## src/hdl/bvc_pkg.sv

```systemverilog
package bvc_pkg;

  localparam int VOLT_W     = 23;
  localparam int CAP_W      = 7;
  localparam int IN_W       = 24;
  localparam int OUT_W      = 8;
  localparam int NUM_W      = 3;
  localparam int CFG_IDX_W  = 3;
  localparam int CFG_DATA_W = 30;
  localparam int PROD_W     = VOLT_W + CAP_W;

  // One curve point as it sits in a point register.
  typedef struct packed {
    logic [CAP_W-1:0]  cap;
    logic [VOLT_W-1:0] volt;
  } point_t;

  localparam logic [CFG_IDX_W-1:0] REG_NUM_POINTS = 3'd0;
  localparam logic [CFG_IDX_W-1:0] REG_POINT_BASE = 3'd1;

  localparam logic [NUM_W-1:0] MIN_POINTS = 3'd3;
  localparam logic [NUM_W-1:0] GEN_POINTS = 3'd3;
  localparam logic [CAP_W-1:0] FULL_CAP   = 7'd100;
  localparam logic [CAP_W-1:0] EMPTY_CAP  = 7'd0;

  // Fixed generic lithium curve used whenever the programmed curve is not usable.
  function automatic point_t gen_point(input logic [NUM_W-1:0] idx);
    point_t p;
    unique case (idx)
      3'd0:    p = '{cap: 7'd100, volt: 23'd4200000};
      3'd1:    p = '{cap: 7'd20,  volt: 23'd3600000};
      3'd2:    p = '{cap: 7'd0,   volt: 23'd3400000};
      default: p = '{cap: 7'd0,   volt: 23'd0};
    endcase
    return p;
  endfunction

endpackage

```

## src/hdl/battery_voltage_to_capacity.sv

```systemverilog
// Battery fuel gauge: each request carries a voltage in microvolts and yields one result
// with the remaining capacity in percent, found by linear interpolation over a programmed
// discharge curve of 3 to MAX_POINTS points (falling voltages, capacity 100 at the first
// point and 0 at the last). A curve with a bad point count or end capacity is replaced by
// a fixed generic lithium curve (4.2 V, 3.6 V, 3.4 V at 100, 20, 0 percent); the voltage
// order is not checked. A negative voltage gives capacity 0 with the bad_input flag set.
// One request is worked on at a time: a new voltage is taken only after the last result
// has moved to the output register. A negative voltage skips the segment search, and one
// above the first point or below the last point ends it without the multiply and divide.
// The segment search reads one curve point per cycle, and the bit-serial multiply and
// restoring divide each work through the capacity bits one bit at a time.
// A finished result waits in the output register, so the next request is taken while it
// is still pending. Configuration writes go through cfg_we/cfg_index/cfg_wdata and must
// only be issued while the block is idle.
module battery_voltage_to_capacity #(
  parameter int MAX_POINTS = 6
) (
  input  logic                            clk,
  input  logic                            rst_n,
  input  logic                            in_tvalid,
  output logic                            in_tready,
  input  logic [bvc_pkg::IN_W-1:0]        in_tdata,   // [23:0] voltage_uv (signed)
  output logic                            out_tvalid,
  input  logic                            out_tready,
  output logic [bvc_pkg::OUT_W-1:0]       out_tdata,  // [6:0] capacity_percent, [7] bad_input
  input  logic                            cfg_we,
  input  logic [bvc_pkg::CFG_IDX_W-1:0]   cfg_index,
  input  logic [bvc_pkg::CFG_DATA_W-1:0]  cfg_wdata
);
  import bvc_pkg::*;

  localparam int IW = $clog2(MAX_POINTS);

  // Sequencer states.
  localparam logic [2:0] ST_IDLE   = 3'd0;
  localparam logic [2:0] ST_SEARCH = 3'd1;
  localparam logic [2:0] ST_MUL    = 3'd2;
  localparam logic [2:0] ST_DIV    = 3'd3;
  localparam logic [2:0] ST_DONE   = 3'd4;

  localparam logic [2:0] LAST_STEP = 3'(CAP_W - 1);

  logic [2:0]        state_r;
  logic [NUM_W-1:0]  num_r;
  point_t            pt_r [MAX_POINTS];

  logic [VOLT_W-1:0] v_r;        // voltage under test
  logic [IW-1:0]     i_r;        // lower point of the segment under test
  point_t            hi_r;       // upper point of the segment under test
  logic [CAP_W-1:0]  lo_cap_r;   // capacity at the lower point of the matched segment
  logic [VOLT_W-1:0] d_r;        // voltage above the lower point
  logic [PROD_W-1:0] dv_r;       // divisor, shifted right one place per divide step
  logic [PROD_W-1:0] acc_r;      // product, then running remainder
  logic [CAP_W-1:0]  sh_r;       // multiplier bits out, quotient bits in
  logic [2:0]        cnt_r;
  logic [CAP_W-1:0]  res_cap_r;
  logic              res_bad_r;
  logic [CAP_W-1:0]  out_cap_r;
  logic              out_bad_r;
  logic              out_valid_r;

  logic              last_zero;
  logic              curve_ok;
  logic [NUM_W-1:0]  n_eff;
  point_t            first_pt;
  point_t            cur_pt;
  logic              in_seg;
  logic              last_seg;
  logic [CAP_W-1:0]  cap_diff;
  logic [VOLT_W-1:0] volt_diff;
  logic [PROD_W-1:0] mul_nxt;
  logic              div_ge;
  logic [PROD_W-1:0] rem_nxt;
  logic [CAP_W-1:0]  quo_nxt;

  // The curve is usable when the point count is in range, it starts full and ends empty.
  always_comb begin
    last_zero = 1'b0;
    for (int k = 0; k < MAX_POINTS; k++) begin
      if (num_r == NUM_W'(k + 1)) begin
        last_zero = (pt_r[k].cap == EMPTY_CAP);
      end
    end
  end

  assign curve_ok = (num_r >= MIN_POINTS) && (num_r <= NUM_W'(MAX_POINTS)) &&
                    (pt_r[0].cap == FULL_CAP) && last_zero;
  assign n_eff    = curve_ok ? num_r : GEN_POINTS;
  assign first_pt = curve_ok ? pt_r[0] : gen_point('0);
  assign cur_pt   = curve_ok ? pt_r[i_r] : gen_point(NUM_W'(i_r));

  assign in_seg    = (v_r > cur_pt.volt) && (v_r <= hi_r.volt);
  assign last_seg  = (NUM_W'(i_r) == (n_eff - NUM_W'(1)));
  // A segment whose capacity rises toward lower voltage reads flat.
  assign cap_diff  = (hi_r.cap >= cur_pt.cap) ? (hi_r.cap - cur_pt.cap) : '0;
  assign volt_diff = hi_r.volt - cur_pt.volt;

  // Shift-and-add multiply, most significant multiplier bit first.
  assign mul_nxt = {acc_r[PROD_W-2:0], 1'b0} + (sh_r[CAP_W-1] ? PROD_W'(d_r) : '0);

  // Restoring divide: the quotient never exceeds the capacity difference, so seven
  // steps starting from the divisor shifted up by six places are enough.
  assign div_ge  = (acc_r >= dv_r);
  assign rem_nxt = div_ge ? (acc_r - dv_r) : acc_r;
  assign quo_nxt = {sh_r[CAP_W-2:0], div_ge};

  always_ff @(posedge clk) begin
    if (!rst_n) begin
      state_r     <= ST_IDLE;
      out_valid_r <= 1'b0;
      num_r       <= GEN_POINTS;
      for (int k = 0; k < MAX_POINTS; k++) begin
        pt_r[k] <= gen_point(NUM_W'(k));
      end
    end else begin
      if (cfg_we) begin
        if (cfg_index == REG_NUM_POINTS) begin
          num_r <= cfg_wdata[NUM_W-1:0];
        end
        for (int k = 0; k < MAX_POINTS; k++) begin
          if (cfg_index == REG_POINT_BASE + CFG_IDX_W'(k)) begin
            pt_r[k] <= cfg_wdata;
          end
        end
      end

      // In the DONE state a taken result is replaced by the next one instead.
      if (out_valid_r && out_tready && (state_r != ST_DONE)) begin
        out_valid_r <= 1'b0;
      end

      unique case (state_r)
        ST_IDLE: begin
          if (in_tvalid) begin
            v_r       <= in_tdata[VOLT_W-1:0];
            hi_r      <= first_pt;
            i_r       <= IW'(1);
            res_cap_r <= '0;
            res_bad_r <= in_tdata[IN_W-1];
            state_r   <= in_tdata[IN_W-1] ? ST_DONE : ST_SEARCH;
          end
        end
        ST_SEARCH: begin
          if (i_r == IW'(1) && v_r > hi_r.volt) begin
            res_cap_r <= FULL_CAP;
            state_r   <= ST_DONE;
          end else if (in_seg) begin
            lo_cap_r <= cur_pt.cap;
            d_r      <= v_r - cur_pt.volt;
            dv_r     <= PROD_W'(volt_diff) << (CAP_W - 1);
            sh_r     <= cap_diff;
            acc_r    <= '0;
            cnt_r    <= '0;
            state_r  <= ST_MUL;
          end else if (last_seg) begin
            res_cap_r <= EMPTY_CAP;
            state_r   <= ST_DONE;
          end else begin
            hi_r <= cur_pt;
            i_r  <= i_r + IW'(1);
          end
        end
        ST_MUL: begin
          acc_r <= mul_nxt;
          sh_r  <= {sh_r[CAP_W-2:0], 1'b0};
          cnt_r <= (cnt_r == LAST_STEP) ? '0 : cnt_r + 3'd1;
          if (cnt_r == LAST_STEP) begin
            state_r <= ST_DIV;
          end
        end
        ST_DIV: begin
          acc_r <= rem_nxt;
          sh_r  <= quo_nxt;
          dv_r  <= dv_r >> 1;
          cnt_r <= cnt_r + 3'd1;
          if (cnt_r == LAST_STEP) begin
            res_cap_r <= lo_cap_r + quo_nxt;
            state_r   <= ST_DONE;
          end
        end
        ST_DONE: begin
          if (!out_valid_r || out_tready) begin
            out_cap_r   <= res_cap_r;
            out_bad_r   <= res_bad_r;
            out_valid_r <= 1'b1;
            state_r     <= ST_IDLE;
          end
        end
        default: begin
          state_r <= ST_IDLE;
        end
      endcase
    end
  end

  assign in_tready  = (state_r == ST_IDLE);
  assign out_tvalid = out_valid_r;
  assign out_tdata  = {out_bad_r, out_cap_r};

endmodule

```

## config.mk

```make
export PLATFORM = sky130hd
export DESIGN_NAME = battery_voltage_to_capacity
export DESIGN_NICKNAME = d
export VERILOG_FILES = /design/src/hdl/bvc_pkg.sv /design/src/hdl/battery_voltage_to_capacity.sv
export SDC_FILE = /design/constraint.sdc
export NUM_CORES = 1
export LEC_CHECK = 0
export BUFFER_PORTS_ARGS = -buffer_cell sky130_fd_sc_hd__buf_2
export CORE_ASPECT_RATIO = 0.6
export CORE_MARGIN = 4
export CORE_UTILIZATION = 56
export DETAILED_ROUTE_END_ITERATION = 10
export PLACE_DENSITY = 0.71
export SYNTH_ARGS = -nofsm -noshare
export SYNTH_HDL_FRONTEND = slang
export SYNTH_SLANG_ARGS = --single-unit
```

## constraint.sdc

```tcl
create_clock -name clk -period 15.8 [get_ports clk]
set_input_delay 1.58 -clock clk [delete_from_list [all_inputs] [get_ports clk]]
set_output_delay 1.58 -clock clk [all_outputs]
set_load 0.02 [all_outputs]
```

== Yosys cells after proc, flatten, opt, wreduce, memory -nomap -nowiden ==
Memory sizes are Yosys's and may differ from the RTL's. A register that Yosys moved wholly into a read port is not among the register bits.
Cells that the tools add are included.
Operators by class
  $add $sub $neg: 9
  order comparisons: 7
  eq/ne operators: 34
  multiplexer cells: 90
  bitwise operators: 7
  reduce and logical (&&, ||, !) cells: 32
Operators with widths (count)
  $mux W30: 21
  $pmux W30 S3: 2
  $pmux W30 S2: 2
  $mux W7: 8
  $mux W3: 17
  $gt A23 B23 Y1: 2
  $sub A23 B23 Y23: 2
  $logic_not A7 Y1: 6
  $pmux W7 S3: 2
  $mux W1: 34
  $add A30 B23 Y30: 1
  $ge A30 B30 Y1: 1
  $sub A30 B30 Y30: 1
  $eq A3 B3 Y1 const B: 8
  $le A23 B23 Y1: 1
  $mux W23: 1
  $eq A3 B2 Y1 const B: 7
  $ne A2 B2 Y1 const B: 9
  $pmux W3 S5: 1
  $eq A3 B1 Y1 const B: 4
  $reduce_and A4 Y1: 3
  $reduce_and A6 Y1: 2
  $reduce_and A5 Y1: 2
  $logic_not A3 Y1: 3
  22 further kinds: 39
Word-level totals
  bits in registers: 179
  RAM bits: 180
  input port bits: 62
  output and inout bits: 10
  logic and storage cells: 197
  memories: 1
Memories
  pt_r: words 6, width 30, read ports 7, clocked after Yosys merged registers in 1, wr ports 6, RTL line battery_voltage_to_capacity.sv:45  | point_t pt_r [MAX_POINTS];

== Logic depth before layout (Yosys ltp) ==
Gate-level depths: netlist of run 1.
  depth in word-level cells: 16
  gate-level depth with buffers: 22
  depth with buffers taken out: 22

== Least setup slack after synthesis of run 1 ==
OpenSTA, ideal clock, no wires.
  kind: reg-to-reg
  start: register with a tool-made name
  end: register hi_r[0] (netlist name), enable pin
  library setup time: 0.405 ns
  data arrival time: 5.177 ns
  required time: 15.395 ns
  setup slack: 10.218 ns
  cell stages (with the launch flop): 19
  path buffers: 4
  period minus slack after synthesis: 5.582 ns
  cell sequence: dfxtp_1 -> clkbuf_1 -> buf_2 -> clkbuf_1 -> clkbuf_1 -> mux2i_1 -> nand2_1 -> o211ai_1 -> ha_1 -> nor2b_1 -> o21a_1 -> o21ai_1 -> a21oi_1 -> o41ai_1 -> o211ai_1 -> a21oi_1 -> o21ai_1 -> a211o_1 -> a21oi_2
RTL lines
  end signal: assignment: RTL line battery_voltage_to_capacity.sv:136  | hi_r <= first_pt;
  end signal: assignment: RTL line battery_voltage_to_capacity.sv:159  | hi_r <= cur_pt;
  end: declaration: RTL line battery_voltage_to_capacity.sv:49  | point_t hi_r;

==> results of run 1 <==
==> cell families (layout without fill, tap and decap cells) <==
kind of cell	count (synthesis)	in the layout	synth area share
AND/OR/NAND/NOR	594	594	0.150
AO/OA/AOI/OAI	428	428	0.128
flip-flops	361	361	0.509
buffers and inverters	175	255	0.0321
adder cells (fa/ha/maj)	145	145	0.0878
XOR/XNOR	102	102	0.0427
multiplexers	74	74	0.0508
other	0	3	0
==> registers in the layout, summed over array words and instances (netlist names), named ones only <==
name and cells:
lo_cap_r 7, dv_r 29, v_r 23, hi_r 30, cnt_r 3, state_r 3, out_bad_r 1, out_tvalid 1
res_bad_r 1, num_r 3, i_r 3, res_cap_r 7, d_r 23, out_cap_r 7, pt_r 180, acc_r 30
sh_r 7
==> layout by cell type, fill, tap and decap left out, types with 12 or more instances in the layout <==
cell type  synthesis  routed
xor2_1            36      36
nand2_1           82      82
xnor2_1           65      65
inv_1             97      97
edfxtp_1         351     351
buf_2              1      71
buf_4              1      23
and3_1            15      15
o211ai_1          14      14
nand2b_1          22      22
a21o_1            52      52
o21ai_1           23      23
a211oi_1          12      12
a21oi_1          140     140
nor4_1            13      13
mux4_2            24      24
mux2i_1           31      31
nor2b_1           15      15
mux2_2            17      17
nor3_1            31      30
ha_1             137     137
clkbuf_16          0      36
nor2_1           117     113
o21a_1            20      20
nand4_1           18      18
nand3_1           42      42
or3_1             35      35
o21ai_0           61      56
o21bai_1          17      17
o22ai_1           25      25
and2_1           178     178
==> through the flow <==
| stage | power (mW) | utilization | hold slack [ps] | instance area (sq um) | setup WS [ps] |
|---|---|---|---|---|---|
| 2_1_floorplan | 1.43 | - | 400 | 21100 | 10220 |
| 3_3_place_gp | 1.54 | 0.600 | 403 | 22000 | 9930 |
| 3_5_place_dp | 1.55 | 0.600 | 410 | 22000 | 9640 |
| 4_1_cts | 2.45 | 0.633 | 426 | 23300 | 9560 |
| 5_1_grt | 2.54 | 0.633 | 433 | 23300 | 8910 |
| 6_report | 2.45 | 0.633 | 423 | 23300 | 9440 |
==> synthesized netlist by cell type (20+ instances only) <==
cell type | number | area share
a21o_1 | 52 | 0.018
a21oi_1 | 140 | 0.033
and2_1 | 178 | 0.053
clkbuf_1 | 66 | 0.012
edfxtp_1 | 351 | 0.50
ha_1 | 137 | 0.081
inv_1 | 97 | 0.017
mux2i_1 | 31 | 0.015
mux4_2 | 24 | 0.026
nand2_1 | 82 | 0.015
nand2b_1 | 22 | 0.0065
nand3_1 | 42 | 0.010
nor2_1 | 117 | 0.021
nor3_1 | 31 | 0.0073
o21a_1 | 20 | 0.0071
o21ai_0 | 61 | 0.014
o21ai_1 | 23 | 0.0055
o22ai_1 | 25 | 0.0074
or3_1 | 35 | 0.010
xnor2_1 | 65 | 0.027
xor2_1 | 36 | 0.015
==> routing by layer <==
metal | track usage | wire, microns
met3 | 0.0652 | 5490
met1 | 0.404 | 25300
met5 | 0 | 0
met2 | 0.407 | 23300
met4 | 0.0483 | 795
==> power by group through the flow <==
| stage | clock network [mW] | registers [mW] | logic (mW) |
|---|---|---|---|
| after global routing | 0.960 | 1.16 | 0.428 |
| after floorplan | 0 | 1.16 | 0.277 |
| final | 0.906 | 1.15 | 0.390 |
| after detailed placement | 0 | 1.17 | 0.384 |
| after global placement | 0 | 1.17 | 0.375 |
| after CTS | 0.916 | 1.15 | 0.387 |
==> worst paths after layout <==
check                             startpoint            to  cells after the start
worst min register to register  res_cap_r[0]  out_cap_r[0]                      0
worst max register to register   pt_r[0][27]       hi_r[5]                     16
worst max-delay path             pt_r[0][27]       hi_r[5]                     16
worst min-delay path            res_cap_r[0]  out_cap_r[0]                      0
==> worst max-delay path: stages, from the launching register on <==
cell,delay (ps)
edfxtp_1,400
nand4b_1,240
nor4_1,650
o21a_1,220
buf_4,390
o211ai_1,320
ha_1,390
nor2b_1,140
o21a_1,180
o21ai_1,170
a21oi_1,140
o41ai_1,580
o211ai_1,200
a21oi_1,310
o21ai_1,170
a211o_1,390
a21oi_4,1020
==> cell type report <==
| class | count | area [sq um] | area share |
|---|---|---|---|
| Timing Repair Buffer | 94 | 528 | 0.0227 |
| Clock inverter | 18 | 264 | 0.0113 |
| Multi-Input combinational cell | 1343 | 9770 | 0.420 |
| Sequential cell | 361 | 10700 | 0.462 |
| Inverter | 99 | 372 | 0.0160 |
| Clock buffer | 44 | 951 | 0.0409 |
| Tap cell | 504 | 631 | 0.0271 |
| Antenna cell | 3 | 7.51 | 0.000323 |
==> impl_metrics.ini, run 1 <==
[sta]
fin_skew_ps = 20.9
rsz0062_at_grt = false
tightest_slew_ps = 1280
setup_total_negative_slack_ps = 0
slew_violations = 0
final_hold_viol_count = 0
setup-violations-final = 0
period_needed_ps = 6360
clock.fmax_mhz = 157
fin_crit_sh = 0.403
max_slew_margin = 0.145

[pwr]
pwr-share-comb = 0.160
p_switching_uw = 646
p_sw_frac = 0.264
power_leakage_nw = 9.00
peakVddDrop_uv = 72.6
p_clk_frac = 0.370
seqPwrFrac = 0.470
powerDensity_nw_per_um2 = 105
p_int_mw = 1.80

[flow_run]
cap_violations = 0

[die]
core.rowCount = 54
start_util = 0.574
ioPinCount = 72
fp.dieW_microns = 259
core_sq_um = 36800
dieArea_sq_um = 41000
fp.dieH_microns = 158

[grt]
grt_pass1_vias = 14900
antenna_found_initial = 2
overflow = 0
grt_max_degree = 64
grt_use_total = 0.269
grt_pass1_wl_microns = 85400

[hold_path]
worstHoldPathType = reg2reg

[detailed_routing]
detail-route-antenna-nets = 0
drc_errors = 0
routed_via_density = 6.17
drt-initial-drc-count = 1533
drt_first_pass_iters = 5
wire_per_inst_microns = 22.3
wirelength_microns = 54900
dr_total_vias = 15200

[placement]
gp_congestion = 0.924
dp_cells = 2401
port_buffers = 71
dp_hpwl_microns = 40200

[yosys]
syn_avg_cell_area_sq_um = 11.2
synth_ff_type = edfxtp_1
synthCells = 1879
yosysWarnings = 0
syn_nets = 2084
syn-cell-area_sq_um = 21100
async_reset_ff_frac = 0
ys_seq_elements = 361
synth_cell_types = 76
synth-edff-count = 351
ys_seq_area_frac = 0.509

[cells_and_area]
fin_cells = 2466
syn_to_final_growth_pct = 10.2
nNetsFinal = 2140
n_fill_cell = 2933
drive_gt1_frac = 0.114

[cts]
ctsHoldBuffers = 0
clock_path_buffers = 3
post-cts-setup-buffers = 0
cts_resized = 0
cts.sinks = 361
clkTransAtPathRegs_ps = 60
htreeDepth = 2
cts_tree = done
cts_inserted_buffers = 36
clk_latency_ps = 540
root_buffer = clkbuf_16

[setup_path]
worstPathMaxFanout = 43
critPathCaptureType = register
cp.required_ps = 15930
start_kind = register
r2r_slack_ps = 9440
cp_data_arrival_time_ps = 6500
worstSetupPathType = reg2reg

[run_status]
status = finished clean
No activity file was read; power rests on OpenSTA's default activity.
==> run 2, diff against run 1 <==
--- a/config.mk
+++ b/config.mk
@@ -5,12 +5,13 @@
 export SDC_FILE = /design/constraint.sdc
 export NUM_CORES = 1
 export LEC_CHECK = 0
+export ABC_AREA = 1
 export BUFFER_PORTS_ARGS = -buffer_cell sky130_fd_sc_hd__buf_2
 export CORE_ASPECT_RATIO = 0.6
 export CORE_MARGIN = 4
 export CORE_UTILIZATION = 56
 export DETAILED_ROUTE_END_ITERATION = 10
-export PLACE_DENSITY = 0.71
+export PLACE_DENSITY = 0.74
 export SYNTH_ARGS = -nofsm -noshare
 export SYNTH_HDL_FRONTEND = slang
 export SYNTH_SLANG_ARGS = --single-unit
==> constraint.sdc (replaced) <==
create_clock -name clk -period 5.24 [get_ports clk]
set_input_delay 0.524 -clock clk [delete_from_list [all_inputs] [get_ports clk]]
set_output_delay 0.524 -clock clk [all_outputs]
set_load 0.02 [all_outputs]
==> run 2 against run 1 <==
The run now ends with DRC left; critical path depth grew 14; global-route usage grew 2.1 points; first-iteration DRC count grew 52%; count of clock-buffer cells in the layout grew 5; largest power group unchanged; clock power grew to 2.8 times the previous value; sequential power grew to 3.2 times the previous value; register-to-register slack lost 8900 ps; clock skew grew 7.7 ps.
==> impl_metrics.ini, run 2 <==
[run_status]
status = complete, but fails checks
violations = DRC

[setup_path]
worstSetupPathType = reg2reg
cpMostUsedCell = nand2_1
worstPathMaxFanout = 4
cp.required_ps = 5600
critPathSlowestCell = fa_1
cp_data_arrival_time_ps = 5060
start_kind = register
slowest_delay_ps = 400
r2r_slack_ps = 530
critPathCaptureType = register

[cells_and_area]
largest_reg_flops = 180
mostFrequentLayoutCells = nor2_1, nand2_1, edfxtp_1, inv_1, o21ai_0
drive_gt1_frac = 0.0893
n_fill_cell = 3191
finalCoreUtilization = 0.627
regMostFlops = pt_r
mostFrequentLayoutCell = nor2_1
top_regs = pt_r (180), acc_r (30), hi_r (30)
syn_to_final_growth_pct = 10.6
nNetsFinal = 2697

[sta]
fin_crit_sh = 0.898
clock.fmax_mhz = 212
max_slew_margin = 0.197
final_hold_viol_count = 0
slew_violations = 0
setup-violations-final = 0
worst_hold_slack_ps = 157
tightest_slew_ps = 1170
fin_skew_ps = 28.6
period_needed_ps = 4710

[die]
fp.dieW_microns = 260
start_util = 0.567
dieArea_sq_um = 41400
core.rowCount = 55
ioPinCount = 72
core_sq_um = 37600
fp.dieH_microns = 159

[placement]
gp_congestion = 1.02
port_buffers = 71
dp_hpwl_microns = 45000

[cts]
ctsHoldBuffers = 0
cts_resized = 0
cts_tree = done
clock_path_buffers = 3
clkTransAtPathRegs_ps = 60
cts_inserted_buffers = 36
post-cts-setup-buffers = 0
cts.sinks = 361
clk_latency_ps = 550
htreeDepth = 2
root_buffer = clkbuf_16

[pwr]
powerDensity_nw_per_um2 = 398
power_leakage_nw = 10.1
peakVddDrop_uv = 252

[yosys]
yosysWarnings = 0
syn_avg_cell_area_sq_um = 8.86
ys_top_cells_by_area = edfxtp_1, ha_1, nor2_1, nand2_1, inv_1
synth_ff_type = edfxtp_1
ys_top_cells_by_count = nor2_1, nand2_1, edfxtp_1
synth-edff-count = 351
yosys.area.top_type = edfxtp_1
synth_cell_types = 65
ys_seq_area_frac = 0.503
yosysTopAreaCellShare = 0.494
post-synth-top-count-cell = nor2_1
syn-cell-area_sq_um = 21400
synthCells = 2411
syn_nets = 2616
async_reset_ff_frac = 0
ys_seq_elements = 361

[detailed_routing]
drc_errors = 2
detail-route-antenna-nets = 0
drt-initial-drc-count = 2328
wirelength_microns = 60800
wire_per_inst_microns = 20.0
dr_total_vias = 17700
routed_via_density = 5.82
drt_first_pass_iters = 10

[grt]
grt_max_degree = 77
overflow = 0
antenna_found_initial = 2
grt_pass1_vias = 16900
grt_use_total = 0.291
grt_pass1_wl_microns = 94700

[flow_run]
cap_violations = 0

[hold_path]
worstHoldPathType = in2reg
-- run 2: cell types whose count changed after synthesis, moves of 17 or more --
cell / before / now
inv_1: 97 / 313
or3_1: 35 / 0
mux2i_1: 31 / 0
mux2_2: 17 / 0
nand2b_1: 22 / 0
nand2_1: 82 / 390
nor2_1: 117 / 399
nand3_1: 42 / 63
a21o_1: 52 / 4
o21ai_0: 61 / 193
and2_1: 178 / 4
xnor2_1: 65 / 19
a21oi_1: 140 / 170
mux4_2: 24 / 0
-- run 2: power breakdown --
| group | internal [mW] | switching, mW |
|---|---|---|
| registers | 3.55 | 0.139 |
| logic | 1.00 | 2.12 |
| clock network | 1.42 | 1.16 |
-- run 2: final timing paths --
kind	startpoint	to	depth (start not counted)
setup / recovery	acc_r[0]	res_cap_r[6]	30
hold / removal	in_tdata[20]	v_r[20]	1
setup reg to reg	acc_r[0]	res_cap_r[6]	30
hold reg to reg	res_cap_r[5]	out_cap_r[5]	0
-- run 2: cell families after synthesis --
logic type	synth area share
AOI/OAI and AO/OA	0.133
buffers and inverters	0.0691
and+or+nand+nor	0.184
adders and majority gates	0.0859
DFF	0.503
xor gates and xnor gates	0.0254
-- run 2: layer usage --
metal / global-route usage / vias up / wire length (microns) / share of wire
met3: 0.0835 / 92 / 7720 / 0.13
li1: - / 8360 / - / -
met5: 0 / - / 12 / 0.00020
met1: 0.454 / 8291 / 27700 / 0.46
met4: 0.0541 / 2 / 914 / 0.015
met2: 0.407 / 926 / 24500 / 0.40
-- run 2: layout make-up --
class                   count  area, sq um  area share
diodes                      2         5.00    0.000212
clock buffers              49         1010      0.0428
clock inverters            17          130     0.00551
inverters                 321         1200      0.0510
multi-input cells        1659         9180       0.389
flip-flops and latches    361        10700       0.455
well taps                 513          642      0.0272
repair buffers            113          696      0.0295
-- run 2: worst max-delay path, delay by kind of cell (launching register included) --
family / cells / cell delay, ps
AOI/OAI and AO/OA: 9 / 1430
adders and majority gates: 4 / 1230
buffers and inverters: 6 / 390
DFF: 1 / 390
and+or+nand+nor: 11 / 1070
-- run 2: stage by stage --
| stage | instances | TNS [ps] | total power, mW | cell area (sq um) | setup slack (ps) |
|---|---|---|---|---|---|
| after floorplan | 2411 | 0 | 5.81 | 21400 | 376 |
| after global placement | 2967 | 0 | 6.70 | 22500 | 729 |
| after detailed placement | 2967 | 0 | 6.77 | 22500 | 585 |
| after CTS | 3033 | 0 | 9.34 | 23600 | 553 |
| after global routing | 3034 | -12.7 | 9.89 | 23600 | -12.7 |
| final | 3035 | 0 | 9.40 | 23600 | 532 |
